==> src/rtl/core/hrp_pkg.sv <==
// Types, codes and constants of the HTTP request header parser.
`default_nettype none

package hrp_pkg;

  localparam int unsigned LenW      = 17;
  localparam int unsigned CfgLenW   = 6;
  localparam int unsigned CfgIdxW   = 2;
  localparam int unsigned CfgDataW  = 17;
  localparam int unsigned QDepth    = 4;
  localparam int unsigned QPtrW     = $clog2(QDepth);
  localparam int unsigned QCntW     = $clog2(QDepth + 1);

  localparam logic [CfgLenW-1:0] MaxMethodRst = CfgLenW'(20);
  localparam logic [CfgLenW-1:0] MaxKeyRst    = CfgLenW'(31);
  localparam logic [LenW-1:0]    MaxReqRst    = LenW'(32'h10000);

  localparam logic [CfgIdxW-1:0] REG_MAX_METHOD = 2'd0;
  localparam logic [CfgIdxW-1:0] REG_MAX_KEY    = 2'd1;
  localparam logic [CfgIdxW-1:0] REG_MAX_REQ    = 2'd2;

  localparam logic [2:0] KIND_SEP     = 3'd0;
  localparam logic [2:0] KIND_METHOD  = 3'd1;
  localparam logic [2:0] KIND_PATH    = 3'd2;
  localparam logic [2:0] KIND_QUERY   = 3'd3;
  localparam logic [2:0] KIND_KEY     = 3'd4;
  localparam logic [2:0] KIND_VALUE   = 3'd5;
  localparam logic [2:0] KIND_VERSION = 3'd6;

  localparam logic [2:0] EV_NONE       = 3'd0;
  localparam logic [2:0] EV_METHOD_END = 3'd1;
  localparam logic [2:0] EV_RES_END    = 3'd2;
  localparam logic [2:0] EV_VER_END    = 3'd3;
  localparam logic [2:0] EV_KEY_END    = 3'd4;
  localparam logic [2:0] EV_VALUE_END  = 3'd5;
  localparam logic [2:0] EV_COMPLETE   = 3'd6;
  localparam logic [2:0] EV_ERROR      = 3'd7;

  localparam logic [3:0] ERR_NONE        = 4'd0;
  localparam logic [3:0] ERR_METHOD_CHAR = 4'd1;
  localparam logic [3:0] ERR_METHOD_LEN  = 4'd2;
  localparam logic [3:0] ERR_CTRL_CHAR   = 4'd3;
  localparam logic [3:0] ERR_VER_CHAR    = 4'd4;
  localparam logic [3:0] ERR_VER_TEXT    = 4'd5;
  localparam logic [3:0] ERR_SUBVER      = 4'd6;
  localparam logic [3:0] ERR_KEY_CHAR    = 4'd7;
  localparam logic [3:0] ERR_KEY_LEN     = 4'd8;
  localparam logic [3:0] ERR_NO_LF       = 4'd9;
  localparam logic [3:0] ERR_TOO_LONG    = 4'd10;

  localparam logic [2:0] VerPrefixLen = 3'd6;
  localparam logic [2:0] VerMismatch  = 3'd7;

  typedef enum logic [3:0] {
    ST_METHOD   = 4'd0,
    ST_RESOURCE = 4'd1,
    ST_VERSION  = 4'd2,
    ST_SUBVER   = 4'd3,
    ST_KEY      = 4'd4,
    ST_SKIPSP   = 4'd5,
    ST_VALUE    = 4'd6,
    ST_LF       = 4'd7,
    ST_FINAL_LF = 4'd8
  } parse_state_e;

  typedef struct packed {
    logic [7:0] data_byte;
    logic       restart;
  } in_item_t;

  typedef struct packed {
    logic [7:0]      out_byte;
    logic [2:0]      byte_kind;
    logic [2:0]      event_res;
    logic [LenW-1:0] token_length;
    logic [3:0]      error_code;
    logic            last;
  } out_item_t;

  typedef struct packed {
    logic upper;
    logic lower;
    logic digit;
    logic space;
    logic ctrl;
    logic cr;
    logic lf;
    logic qmark;
    logic dot;
    logic colon;
    logic slash;
    logic dash;
    logic under;
    logic zero;
    logic one;
  } byte_class_t;

  typedef struct packed {
    in_item_t    item;
    byte_class_t cls;
  } q_entry_t;

  typedef struct packed {
    logic full;
    logic not_empty;
  } q_status_t;

  function automatic logic [7:0] version_char(input logic [2:0] idx);
    logic [7:0] c;
    unique case (idx)
      3'd0:    c = 8'h48;
      3'd1:    c = 8'h54;
      3'd2:    c = 8'h54;
      3'd3:    c = 8'h50;
      3'd4:    c = 8'h2F;
      3'd5:    c = 8'h31;
      default: c = 8'h00;
    endcase
    return c;
  endfunction

endpackage

`default_nettype wire

==> src/rtl/core/hrp_front.sv <==
// Front end: input handshake and byte classification into the queue.
`default_nettype none

module hrp_front (
  input  wire logic             in_valid_i,
  output logic                  in_ready_o,
  input  wire hrp_pkg::in_item_t  in_item_i,
  input  wire hrp_pkg::q_status_t q_stat_i,
  output logic                  push_o,
  output hrp_pkg::q_entry_t     entry_o
);
  import hrp_pkg::*;

  logic [7:0]  b;
  byte_class_t cls;

  assign b = in_item_i.data_byte;

  always_comb begin
    cls.upper = (b >= 8'h41) && (b <= 8'h5A);
    cls.lower = (b >= 8'h61) && (b <= 8'h7A);
    cls.digit = (b >= 8'h30) && (b <= 8'h39);
    cls.space = (b == 8'h20);
    cls.ctrl  = (b < 8'h20);
    cls.cr    = (b == 8'h0D);
    cls.lf    = (b == 8'h0A);
    cls.qmark = (b == 8'h3F);
    cls.dot   = (b == 8'h2E);
    cls.colon = (b == 8'h3A);
    cls.slash = (b == 8'h2F);
    cls.dash  = (b == 8'h2D);
    cls.under = (b == 8'h5F);
    cls.zero  = (b == 8'h30);
    cls.one   = (b == 8'h31);
  end

  assign in_ready_o    = !q_stat_i.full;
  assign push_o        = in_valid_i && !q_stat_i.full;
  assign entry_o.item  = in_item_i;
  assign entry_o.cls   = cls;

endmodule

`default_nettype wire

==> src/rtl/core/hrp_fifo.sv <==
// Short queue between the classifier and the parser.
`default_nettype none

module hrp_fifo (
  input  wire logic              clk_i,
  input  wire logic              rst_ni,
  input  wire logic              push_i,
  input  wire hrp_pkg::q_entry_t   entry_i,
  input  wire logic              pop_i,
  output hrp_pkg::q_entry_t      head_o,
  output hrp_pkg::q_status_t     stat_o
);
  import hrp_pkg::*;

  q_entry_t         mem_q [QDepth];
  logic [QPtrW-1:0] wr_ptr_q, wr_ptr_d;
  logic [QPtrW-1:0] rd_ptr_q, rd_ptr_d;
  logic [QCntW-1:0] cnt_q, cnt_d;
  logic             do_push, do_pop;

  assign stat_o.full      = (cnt_q == QCntW'(QDepth));
  assign stat_o.not_empty = (cnt_q != '0);
  assign do_push          = push_i && !stat_o.full;
  assign do_pop           = pop_i && stat_o.not_empty;
  assign head_o           = mem_q[rd_ptr_q];

  always_comb begin
    wr_ptr_d = do_push ? wr_ptr_q + QPtrW'(1) : wr_ptr_q;
    rd_ptr_d = do_pop ? rd_ptr_q + QPtrW'(1) : rd_ptr_q;
    cnt_d    = cnt_q + QCntW'(do_push) - QCntW'(do_pop);
  end

  always_ff @(posedge clk_i or negedge rst_ni) begin
    if (!rst_ni) begin
      wr_ptr_q <= '0;
      rd_ptr_q <= '0;
      cnt_q    <= '0;
    end else begin
      wr_ptr_q <= wr_ptr_d;
      rd_ptr_q <= rd_ptr_d;
      cnt_q    <= cnt_d;
    end
  end

  always_ff @(posedge clk_i) begin
    if (do_push) begin
      mem_q[wr_ptr_q] <= entry_i;
    end
  end

endmodule

`default_nettype wire

==> src/rtl/core/hrp_back.sv <==
// Back end: request grammar state machine, limit registers, result register.
`default_nettype none

module hrp_back (
  input  wire logic                          clk_i,
  input  wire logic                          rst_ni,
  input  wire logic                          cfg_we_i,
  input  wire logic [hrp_pkg::CfgIdxW-1:0]   cfg_idx_i,
  input  wire logic [hrp_pkg::CfgDataW-1:0]  cfg_wdata_i,
  input  wire hrp_pkg::q_entry_t               head_i,
  input  wire hrp_pkg::q_status_t              q_stat_i,
  output logic                               pop_o,
  output logic                               out_valid_o,
  input  wire logic                          out_ready_i,
  output hrp_pkg::out_item_t                 out_item_o
);
  import hrp_pkg::*;

  logic [CfgLenW-1:0] max_meth_q, max_key_q;
  logic [LenW-1:0]    max_req_q;

  parse_state_e    state_q, state_d, s_eff;
  logic [LenW-1:0] bc_q, bc_d, bc_eff;
  logic [LenW-1:0] tc_q, tc_d, tc_eff;
  logic [2:0]      vm_q, vm_d, vm_eff;
  logic            iq_q, iq_d, iq_eff;
  logic            eh_q, eh_d, eh_eff;

  logic            out_valid_q;
  out_item_t       out_q, res;
  logic            fail, done;
  logic [LenW:0]   nc;
  logic [7:0]      b;
  byte_class_t     c;
  logic            rst_tok;

  assign b       = head_i.item.data_byte;
  assign c       = head_i.cls;
  assign rst_tok = head_i.item.restart;
  assign pop_o   = q_stat_i.not_empty && (!out_valid_q || out_ready_i);

  assign s_eff  = rst_tok ? ST_METHOD : state_q;
  assign bc_eff = rst_tok ? '0 : bc_q;
  assign tc_eff = rst_tok ? '0 : tc_q;
  assign vm_eff = rst_tok ? '0 : vm_q;
  assign iq_eff = rst_tok ? 1'b0 : iq_q;
  assign eh_eff = rst_tok ? 1'b0 : eh_q;
  assign nc     = {1'b0, bc_eff} + (LenW+1)'(1);

  // Result fields and counter updates.
  always_comb begin
    res.out_byte     = b;
    res.byte_kind    = KIND_SEP;
    res.event_res    = EV_NONE;
    res.token_length = '0;
    res.error_code   = ERR_NONE;
    res.last         = 1'b0;
    bc_d = bc_eff;
    tc_d = tc_eff;
    vm_d = vm_eff;
    iq_d = iq_eff;
    eh_d = eh_eff;
    fail = 1'b0;
    done = 1'b0;
    if (!eh_eff) begin
      if (nc > {1'b0, max_req_q}) begin
        fail = 1'b1;
        res.error_code = ERR_TOO_LONG;
      end else begin
        bc_d = nc[LenW-1:0];
        unique case (s_eff)
          ST_METHOD: begin
            if (c.space) begin
              if (tc_eff > LenW'(max_meth_q)) begin
                fail = 1'b1;
                res.error_code = ERR_METHOD_LEN;
              end else begin
                res.event_res    = EV_METHOD_END;
                res.token_length = tc_eff;
                tc_d = '0;
                iq_d = 1'b0;
              end
            end else if (c.upper || c.under) begin
              res.byte_kind = KIND_METHOD;
              tc_d = tc_eff + LenW'(1);
            end else begin
              fail = 1'b1;
              res.error_code = ERR_METHOD_CHAR;
            end
          end
          ST_RESOURCE: begin
            if (c.space) begin
              res.event_res    = EV_RES_END;
              res.token_length = tc_eff;
              tc_d = '0;
              vm_d = '0;
            end else if (c.ctrl) begin
              fail = 1'b1;
              res.error_code = ERR_CTRL_CHAR;
            end else begin
              if (c.qmark && !iq_eff) begin
                iq_d = 1'b1;
              end else begin
                res.byte_kind = iq_eff ? KIND_QUERY : KIND_PATH;
              end
              tc_d = tc_eff + LenW'(1);
            end
          end
          ST_VERSION: begin
            if (c.dot) begin
              if (vm_eff != VerPrefixLen) begin
                fail = 1'b1;
                res.error_code = ERR_VER_TEXT;
              end else begin
                res.byte_kind = KIND_VERSION;
                tc_d = tc_eff + LenW'(1);
                vm_d = '0;
              end
            end else if (c.upper || c.slash || c.one) begin
              if ((vm_eff < VerPrefixLen) && (b == version_char(vm_eff))) begin
                vm_d = vm_eff + 3'd1;
              end else begin
                vm_d = VerMismatch;
              end
              res.byte_kind = KIND_VERSION;
              tc_d = tc_eff + LenW'(1);
            end else begin
              fail = 1'b1;
              res.error_code = ERR_VER_CHAR;
            end
          end
          ST_SUBVER: begin
            if (c.lf || c.cr) begin
              res.event_res    = EV_VER_END;
              res.token_length = tc_eff;
              tc_d = '0;
            end else if ((c.zero || c.one) && (vm_eff == '0)) begin
              vm_d = 3'd1;
              res.byte_kind = KIND_VERSION;
              tc_d = tc_eff + LenW'(1);
            end else begin
              fail = 1'b1;
              res.error_code = ERR_SUBVER;
            end
          end
          ST_KEY: begin
            if (c.colon) begin
              res.event_res    = EV_KEY_END;
              res.token_length = tc_eff;
              tc_d = '0;
            end else if ((tc_eff == '0) && c.lf) begin
              done = 1'b1;
            end else if ((tc_eff == '0) && c.cr) begin
              // wait for the final LF
            end else if (tc_eff >= LenW'(max_key_q)) begin
              fail = 1'b1;
              res.error_code = ERR_KEY_LEN;
            end else if (c.upper) begin
              res.out_byte  = b + 8'd32;
              res.byte_kind = KIND_KEY;
              tc_d = tc_eff + LenW'(1);
            end else if (c.lower || c.digit || c.dash || c.under) begin
              res.byte_kind = KIND_KEY;
              tc_d = tc_eff + LenW'(1);
            end else begin
              fail = 1'b1;
              res.error_code = ERR_KEY_CHAR;
            end
          end
          ST_SKIPSP: begin
            if (!c.space) begin
              res.byte_kind = KIND_VALUE;
              tc_d = LenW'(1);
            end
          end
          ST_VALUE: begin
            if (!c.ctrl) begin
              res.byte_kind = KIND_VALUE;
              tc_d = tc_eff + LenW'(1);
            end else if (c.lf || c.cr) begin
              res.event_res    = EV_VALUE_END;
              res.token_length = tc_eff;
              tc_d = '0;
            end else begin
              fail = 1'b1;
              res.error_code = ERR_CTRL_CHAR;
            end
          end
          ST_LF: begin
            if (!c.lf) begin
              fail = 1'b1;
              res.error_code = ERR_NO_LF;
            end else begin
              tc_d = '0;
            end
          end
          ST_FINAL_LF: begin
            if (!c.lf) begin
              fail = 1'b1;
              res.error_code = ERR_NO_LF;
            end else begin
              done = 1'b1;
            end
          end
          default: begin
          end
        endcase
      end
      if (fail) begin
        eh_d             = 1'b1;
        res.out_byte     = b;
        res.byte_kind    = KIND_SEP;
        res.event_res    = EV_ERROR;
        res.token_length = '0;
        res.last         = 1'b1;
      end else if (done) begin
        res.event_res    = EV_COMPLETE;
        res.token_length = nc[LenW-1:0];
        res.last         = 1'b1;
        bc_d = '0;
        tc_d = '0;
        vm_d = '0;
        iq_d = 1'b0;
        eh_d = 1'b0;
      end
    end
  end

  // Next parse state.
  always_comb begin
    state_d = s_eff;
    if (!eh_eff && !fail) begin
      if (done) begin
        state_d = ST_METHOD;
      end else begin
        unique case (s_eff)
          ST_METHOD:   if (c.space) state_d = ST_RESOURCE;
          ST_RESOURCE: if (c.space) state_d = ST_VERSION;
          ST_VERSION:  if (c.dot) state_d = ST_SUBVER;
          ST_SUBVER: begin
            if (c.cr) state_d = ST_LF;
            else if (c.lf) state_d = ST_KEY;
          end
          ST_KEY: begin
            if (c.colon) state_d = ST_SKIPSP;
            else if ((tc_eff == '0) && c.cr) state_d = ST_FINAL_LF;
          end
          ST_SKIPSP:   if (!c.space) state_d = ST_VALUE;
          ST_VALUE: begin
            if (c.cr) state_d = ST_LF;
            else if (c.lf) state_d = ST_KEY;
          end
          ST_LF:       state_d = ST_KEY;
          default:     state_d = s_eff;
        endcase
      end
    end
  end

  always_ff @(posedge clk_i or negedge rst_ni) begin
    if (!rst_ni) begin
      max_meth_q <= MaxMethodRst;
      max_key_q  <= MaxKeyRst;
      max_req_q  <= MaxReqRst;
    end else if (cfg_we_i) begin
      unique case (cfg_idx_i)
        REG_MAX_METHOD: max_meth_q <= cfg_wdata_i[CfgLenW-1:0];
        REG_MAX_KEY:    max_key_q  <= cfg_wdata_i[CfgLenW-1:0];
        REG_MAX_REQ:    max_req_q  <= cfg_wdata_i[LenW-1:0];
        default: begin
        end
      endcase
    end
  end

  always_ff @(posedge clk_i or negedge rst_ni) begin
    if (!rst_ni) begin
      state_q     <= ST_METHOD;
      bc_q        <= '0;
      tc_q        <= '0;
      vm_q        <= '0;
      iq_q        <= 1'b0;
      eh_q        <= 1'b0;
      out_valid_q <= 1'b0;
    end else begin
      if (pop_o) begin
        state_q     <= state_d;
        bc_q        <= bc_d;
        tc_q        <= tc_d;
        vm_q        <= vm_d;
        iq_q        <= iq_d;
        eh_q        <= eh_d;
        out_valid_q <= 1'b1;
      end else if (out_ready_i) begin
        out_valid_q <= 1'b0;
      end
    end
  end

  always_ff @(posedge clk_i) begin
    if (pop_o) begin
      out_q <= res;
    end
  end

  assign out_valid_o = out_valid_q;
  assign out_item_o  = out_q;

endmodule

`default_nettype wire

==> src/rtl/core/http_request_header_parser_unit.sv <==
// Top level of the HTTP request header parser.
//
// Input channel: one request byte per transaction (data_byte, restart) on
// in_valid_i/in_ready_o. Output channel: one tagged result per input byte on
// out_valid_o/out_ready_i, in input order. restart returns the parser to the
// method state before its byte is parsed.
// The front end classifies each byte and writes it into a four-entry queue;
// the back end runs the grammar state machine on the queue head and holds
// the result in an output register.
// Each accepted byte waits in the queue until it reaches the head and the
// output register is free; its result is then registered there.
// Throughput: one byte per cycle, set by the state update of the back end;
// the queue and output register keep it while both sides flow.
// When the receiver stalls, the output register holds its result and the
// queue fills; in_ready_o drops once the four entries are taken.
// Reset clears the queue, parse state and counts and loads the limit
// registers with 20, 31 and 65536. The user writes limits through cfg_we_i,
// cfg_idx_i and cfg_wdata_i while no transaction is in flight; not enforced.
`default_nettype none

module http_request_header_parser_unit (
  input  wire logic                          clk_i,
  input  wire logic                          rst_ni,
  input  wire logic                          cfg_we_i,
  input  wire logic [hrp_pkg::CfgIdxW-1:0]   cfg_idx_i,
  input  wire logic [hrp_pkg::CfgDataW-1:0]  cfg_wdata_i,
  input  wire logic                          in_valid_i,
  output logic                               in_ready_o,
  input  wire hrp_pkg::in_item_t               in_item_i,
  output logic                               out_valid_o,
  input  wire logic                          out_ready_i,
  output hrp_pkg::out_item_t                 out_item_o
);
  import hrp_pkg::*;

  q_status_t q_stat;
  q_entry_t  push_entry, head;
  logic      push, pop;

  hrp_front u_front (
    .in_valid_i (in_valid_i),
    .in_ready_o (in_ready_o),
    .in_item_i  (in_item_i),
    .q_stat_i   (q_stat),
    .push_o     (push),
    .entry_o    (push_entry)
  );

  hrp_fifo u_fifo (
    .clk_i   (clk_i),
    .rst_ni  (rst_ni),
    .push_i  (push),
    .entry_i (push_entry),
    .pop_i   (pop),
    .head_o  (head),
    .stat_o  (q_stat)
  );

  hrp_back u_back (
    .clk_i       (clk_i),
    .rst_ni      (rst_ni),
    .cfg_we_i    (cfg_we_i),
    .cfg_idx_i   (cfg_idx_i),
    .cfg_wdata_i (cfg_wdata_i),
    .head_i      (head),
    .q_stat_i    (q_stat),
    .pop_o       (pop),
    .out_valid_o (out_valid_o),
    .out_ready_i (out_ready_i),
    .out_item_o  (out_item_o)
  );

endmodule

`default_nettype wire

==> config.mk <==
export PLATFORM = sky130hd
export DESIGN_NAME = http_request_header_parser_unit
export DESIGN_NICKNAME = d
export VERILOG_FILES = /design/src/rtl/core/hrp_pkg.sv /design/src/rtl/core/hrp_front.sv /design/src/rtl/core/hrp_fifo.sv /design/src/rtl/core/hrp_back.sv /design/src/rtl/core/http_request_header_parser_unit.sv
export SDC_FILE = /design/constraint.sdc
export NUM_CORES = 1
export LEC_CHECK = 0
export ABC_AREA = 1
export ABC_CLOCK_PERIOD_IN_PS = 9800
export BUFFER_PORTS_ARGS = -buffer_cell sky130_fd_sc_hd__clkbuf_2
export CORE_AREA = 5 5 145 147
export DETAILED_ROUTE_END_ITERATION = 8
export DIE_AREA = 0 0 150 152
export HOLD_SLACK_MARGIN = 0.06
export PLACE_DENSITY = 0.86
export SLEW_MARGIN = 5
export SYNTH_ARGS = -nofsm -noshare
export SYNTH_HDL_FRONTEND = slang
export SYNTH_SLANG_ARGS = --single-unit
==> constraint.sdc <==
create_clock -name clk_i -period 9.8 [get_ports clk_i]
set_input_delay 0.98 -clock clk_i [delete_from_list [all_inputs] [get_ports clk_i]]
set_output_delay 0.98 -clock clk_i [all_outputs]
set_load 0.005 [all_outputs]
**After elaboration in Yosys (flattened, before gate mapping)**

Memories as Yosys holds them, arrays and structs flattened.
Cells that the tools add are included.

- Bits in registers: 116
- Bits in writable memories: 96
- Bits of input ports: 33
- Logic and storage cells: 278
- Memories: 1

- Add/subtract/negate cells: 8
- Magnitude comparators: 11
- Eq/ne operators: 29
- Multiplexer cells: 167
- Reduce and logical (&&, ||, !) cells: 42

Memory list:

| memory | words | width | read ports | clocked after memory_dff | write ports | RTL line | RTL |
|---|---|---|---|---|---|---|---|
| u_fifo.mem_q | 4 | 24 | 1 | 0 | 1 | hrp_fifo.sv:15 | `q_entry_t mem_q [QDepth];` |

Operators with widths:

| operator | count |
|---|---|
| 17-bit two-way mux | 30 |
| 17-bit one-hot mux with 8 select lines | 1 |
| 20-bit one-hot mux with 5 select lines | 1 |
| 4-bit two-way mux | 22 |
| 3-bit two-way mux | 29 |
| 20-bit two-way mux | 4 |
| 8-bit by 6-bit equality test with 1-bit output (second input constant) | 8 |
| 8-bit two-way mux | 7 |
| 4-bit one-hot mux with 7 select lines | 2 |
| 11-bit two-way mux | 5 |
| 1-bit two-way mux | 50 |
| 19-bit two-way mux | 2 |
| 18-bit two-way mux | 2 |
| 36-bit two-way mux | 1 |
| 7-bit one-hot mux with 5 select lines | 1 |
| 31-bit two-way mux | 1 |
| 24-bit two-way mux | 1 |
| 3-bit one-hot mux with 7 select lines | 1 |
| 17-bit by 1-bit adder with 18-bit output (second input constant) | 1 |
| 18-bit by 17-bit > comparator with 1-bit output | 1 |
| 17-bit by 1-bit adder with 17-bit output (second input constant) | 1 |
| 17-bit by 6-bit >= comparator with 1-bit output | 1 |
| 17-bit by 6-bit > comparator with 1-bit output | 1 |
| 17-bit zero test | 1 |
| other kinds (39) | 83 |

**Depth between registers and ports, before layout**

An unclocked memory read counts as a cell.

- Word-level depth: 20
- Depth in mapped cells: 34
- Gate-level depth less buffers: 31

**Cells and area by module**

Synthesis repeated with hierarchy kept, for this count alone.

- Cells, all modules: 1743
- Area total of the unflattened synthesis: 13407.9 um^2

Modules (own cells, without submodules):

| module | times used | cells an instance | area an instance (um^2) | sequential area each (um^2) |
|---|---|---|---|---|
| hrp_back | 1 | 1313 | 8843.5 | 2917.8 |
| hrp_fifo | 1 | 361 | 4205.3 | 3057.9 |
| hrp_front | 1 | 69 | 359.1 | 0.0 |

**Least setup slack after synthesis**

No wires, ideal clock.

- Path kind: input to register
- From: input out_ready_i
- To: register u_back.bc_q[15]
- Library setup time: 0.121 ns
- Data arrival time: 3.767 ns
- Data required time: 9.679 ns
- Setup slack: 5.912 ns
- Cell stages on the path: 8
- Buffers on the path: 1
- Cell sequence: nor2_1 > a31oi_2 > inv_1 > nor2_1 > inv_1 > clkbuf_1 > nand2_1 > o21ai_1

- Cells in the longest elaborated chain, start to end: 2

RTL lines:

| item | RTL line | RTL |
|---|---|---|
| start: declaration | http_request_header_parser_unit.sv:31 | `input wire logic out_ready_i,` |
| 1-bit logical OR | hrp_back.sv:40 | `assign pop_o = q_stat_i.not_empty && (!out_valid_q \|\| out_ready_i);` |
| 1-bit logical AND | hrp_back.sv:40 |  |
| via pop | http_request_header_parser_unit.sv:38 | `logic push, pop;` |
| end signal: assignment | hrp_back.sv:279 | `bc_q <= '0;` |
| end signal: assignment | hrp_back.sv:288 | `bc_q <= bc_d;` |
| end: declaration | hrp_back.sv:23 | `logic [LenW-1:0] bc_q, bc_d, bc_eff;` |

The timed path passes the listed nets, and every way through them passes these cells.
A chain may end at the register's enable or synchronous reset.

==> metrics <==
crit path kind=flip-flop to flip-flop; Synth cell types=54; diode count=0; total number of vias=11853; hold buffers post-CTS=0; Num CTS Buffers=23; share of cells above drive strength 1=0.112; Critical Path Source Type=flip-flop; yosys warns=0; clk buf depth=3; Peak VDD IR=0.000214 V; Critical Path Sink Type=flip-flop; WL/cell=19.9 um; Seq/Total Area, Yosys=0.462; CP max stage delay=0.72 ns; commonest cells after routing, fill and taps aside=475 x nand2_1, 209 x inv_1, 165 x nor2_1; Die H=152 um; port buffer count=70; number of global-route vias before repair=11404; die width=150 um; CTS H-tree lvls=1; Initial Utilization=0.654; CP required=10.09 ns; fin nets=1782; Critical Path Fanout Max=43; Most common cell on crit path=nand2_1; Tcrit/Tclk final=0.678; status=finished clean; P&R area growth vs syn=10.1%; Post-synth top flop=edfxtp_1; CP max-delay cell=dfrtp_1; core region area=19800 um2; CTS tree=done; Worst Skew=0.0130 ns; final critical-path setup slack=3.16 ns; clk_lat worst skew=0.54 ns; FILL cells=1577; drt drc=0; share of the synthesized area in the top cell type=0.307; most common cell after layout, fill and taps aside=nand2_1; leading area contributor after synthesis=edfxtp_1; Power Total=4.85 mW; Layout Utilization=0.720; Ports=71; Post-synth ARST share=0.377; P per Cell Area=341 nW/um2; synth top area cells=edfxtp_1 31%, dfrtp_1 14%, nand2_1 14%, inv_1 6.1%, nor2_1 4.9%; Core Rows=52; 1st-iter DRT viols=1418; syn_area_per_cell=7.83 um2; worst endpoint data arrival time=6.93 ns; MaxCap Viol Count=0; P_leak=6.90 nW; Final setup viols=0; PostCTS Resize Cnt=0; GRT Total Usage=0.346; initial antenna violation count=1; global-route wire length before repair=61.9 mm; Reg clk slew, reported paths=0.06 ns; worst hold path class=input port to asynchronous set/reset pin; relative slew slack=0.243; Final Hold Viols=0; number of setup buffers added after CTS=0; routed vias/inst=5.94; hpwl dp=28.6 mm; FMAX=151 MHz; synthesized flop and latch total=212; total wire length=39.7 mm; measured slew at the worst slew-check pin=1.13 ns; Placement Setup Slack=3.39 ns; Max Transition Viols Final=0; largest net degree at the start of global routing=64; die area=22800 um2; Fin Setup TNS=0 ns; Synth Cell Area=12900 um2; clk sinks=212; EDFF count, synth=132; Final Cell Area=14200 um2; RSZ-0062 raised after global routing=false; grt ovf=0; Placer Congestion=1.03; Root Driver=clkbuf_16; DRT Pass-1 Iters=8; Period minus WS final=6.64 ns; post-synthesis cell count=1652; ANT nets after route=0; DP Area=13400 um2; Post-Synthesis Net Count=1725
## state kept, by name (all words and copies together), names as in the netlist, 2 cells and up
name	cells
u_fifo.mem_q	96
u_back.state_q	4
u_back.bc_q	17
u_back.vm_q	3
u_fifo.rd_ptr_q	2
u_fifo.wr_ptr_q	2
u_back.max_req_q	17
u_fifo.cnt_q	3
u_back.tc_q	17
u_back.out_item_o	36
u_back.max_meth_q	6
u_back.max_key_q	6
## worst max-delay path: cells and delay by family (launching register included)
family | cells | cell delay, ns
AO/OA/AOI/OAI | 2 | 0.34
XOR/XNOR | 1 | 0.16
adder cells (fa/ha/maj) | 2 | 0.40
buffers and inverters | 5 | 1.45
flip-flops | 1 | 0.72
AND/OR/NAND/NOR | 19 | 3.25
## cell usage after synthesis (3+ instances only)
cell and count:
a211oi_1 3, a21oi_1 68, a22oi_1 3, a31oi_1 4
a32oi_1 12, buf_2 15, buf_4 8, buf_6 7
clkbuf_1 16, dfrtp_1 72, dfstp_2 8, edfxtp_1 132
ha_1 39, inv_1 209, inv_2 8, nand2_1 475
nand2_2 16, nand3_1 122, nand3_2 5, nand4_1 34
nor2_1 169, nor2_2 15, nor2_4 5, nor3_1 10
o211ai_1 11, o21ai_0 98, o21ai_1 9, o21bai_1 4
o22ai_1 17, or2_2 3, xnor2_1 5, xor2_1 21
## report_power, final
| group | switching, mW | internal [mW] |
|---|---|---|
| registers | 0.121 | 1.24 |
| logic | 1.90 | 0.671 |
| clock network | 0.361 | 0.562 |
| total | 2.38 | 2.47 |
## final cells by class
type / instances / area (um2) / share of cell area
clock buffer: 29 / 628 / 0.0441
clock inverter: 13 / 181 / 0.0127
inverter: 220 / 831 / 0.0584
multi-input combinational: 1171 / 5840 / 0.411
sequential: 212 / 5980 / 0.420
tap: 270 / 338 / 0.0237
timing repair buffer: 81 / 435 / 0.0306
## metrics by stage
stage / hold slack (ns) / std cells
after floorplan: 0.453 / 1652
after global placement: 0.468 / 1954
after detailed placement: 0.472 / 1954
after CTS: 0.329 / 1996
after global routing: 0.343 / 1996
final: 0.332 / 1996
## cell families after synthesis
| kind of cell | Yosys count | synth area share |
|---|---|---|
| simple gates | 864 | 0.287 |
| compound gates | 241 | 0.107 |
| flops | 212 | 0.462 |
| xor+xnor | 26 | 0.0176 |
| fa+ha+maj | 40 | 0.0393 |
| buf+inv | 269 | 0.0872 |
## metal layers
metal	part of all wire	global-route usage
met3	0.12	0.0944
met1	0.40	0.486
met2	0.44	0.525
met5	0.00050	0
met4	0.040	0.117
## final timing paths
check,slack (ns),end,depth (start not counted),from
worst max-delay path,3.16,u_back.out_item_o[35],29,u_fifo.rd_ptr_q[1]
min in group clk_i,0.49,u_back.max_req_q[2],2,u_back.max_req_q[2]
worst min register to register,0.49,u_back.max_req_q[2],2,u_back.max_req_q[2]
max in group asynchronous,8.33,u_back.tc_q[5],2,rst_ni
worst max register to register,3.16,u_back.out_item_o[35],29,u_fifo.rd_ptr_q[1]
worst min-delay path,0.33,u_back.vm_q[2],1,rst_ni
Power figures use the tool's default switching activity.
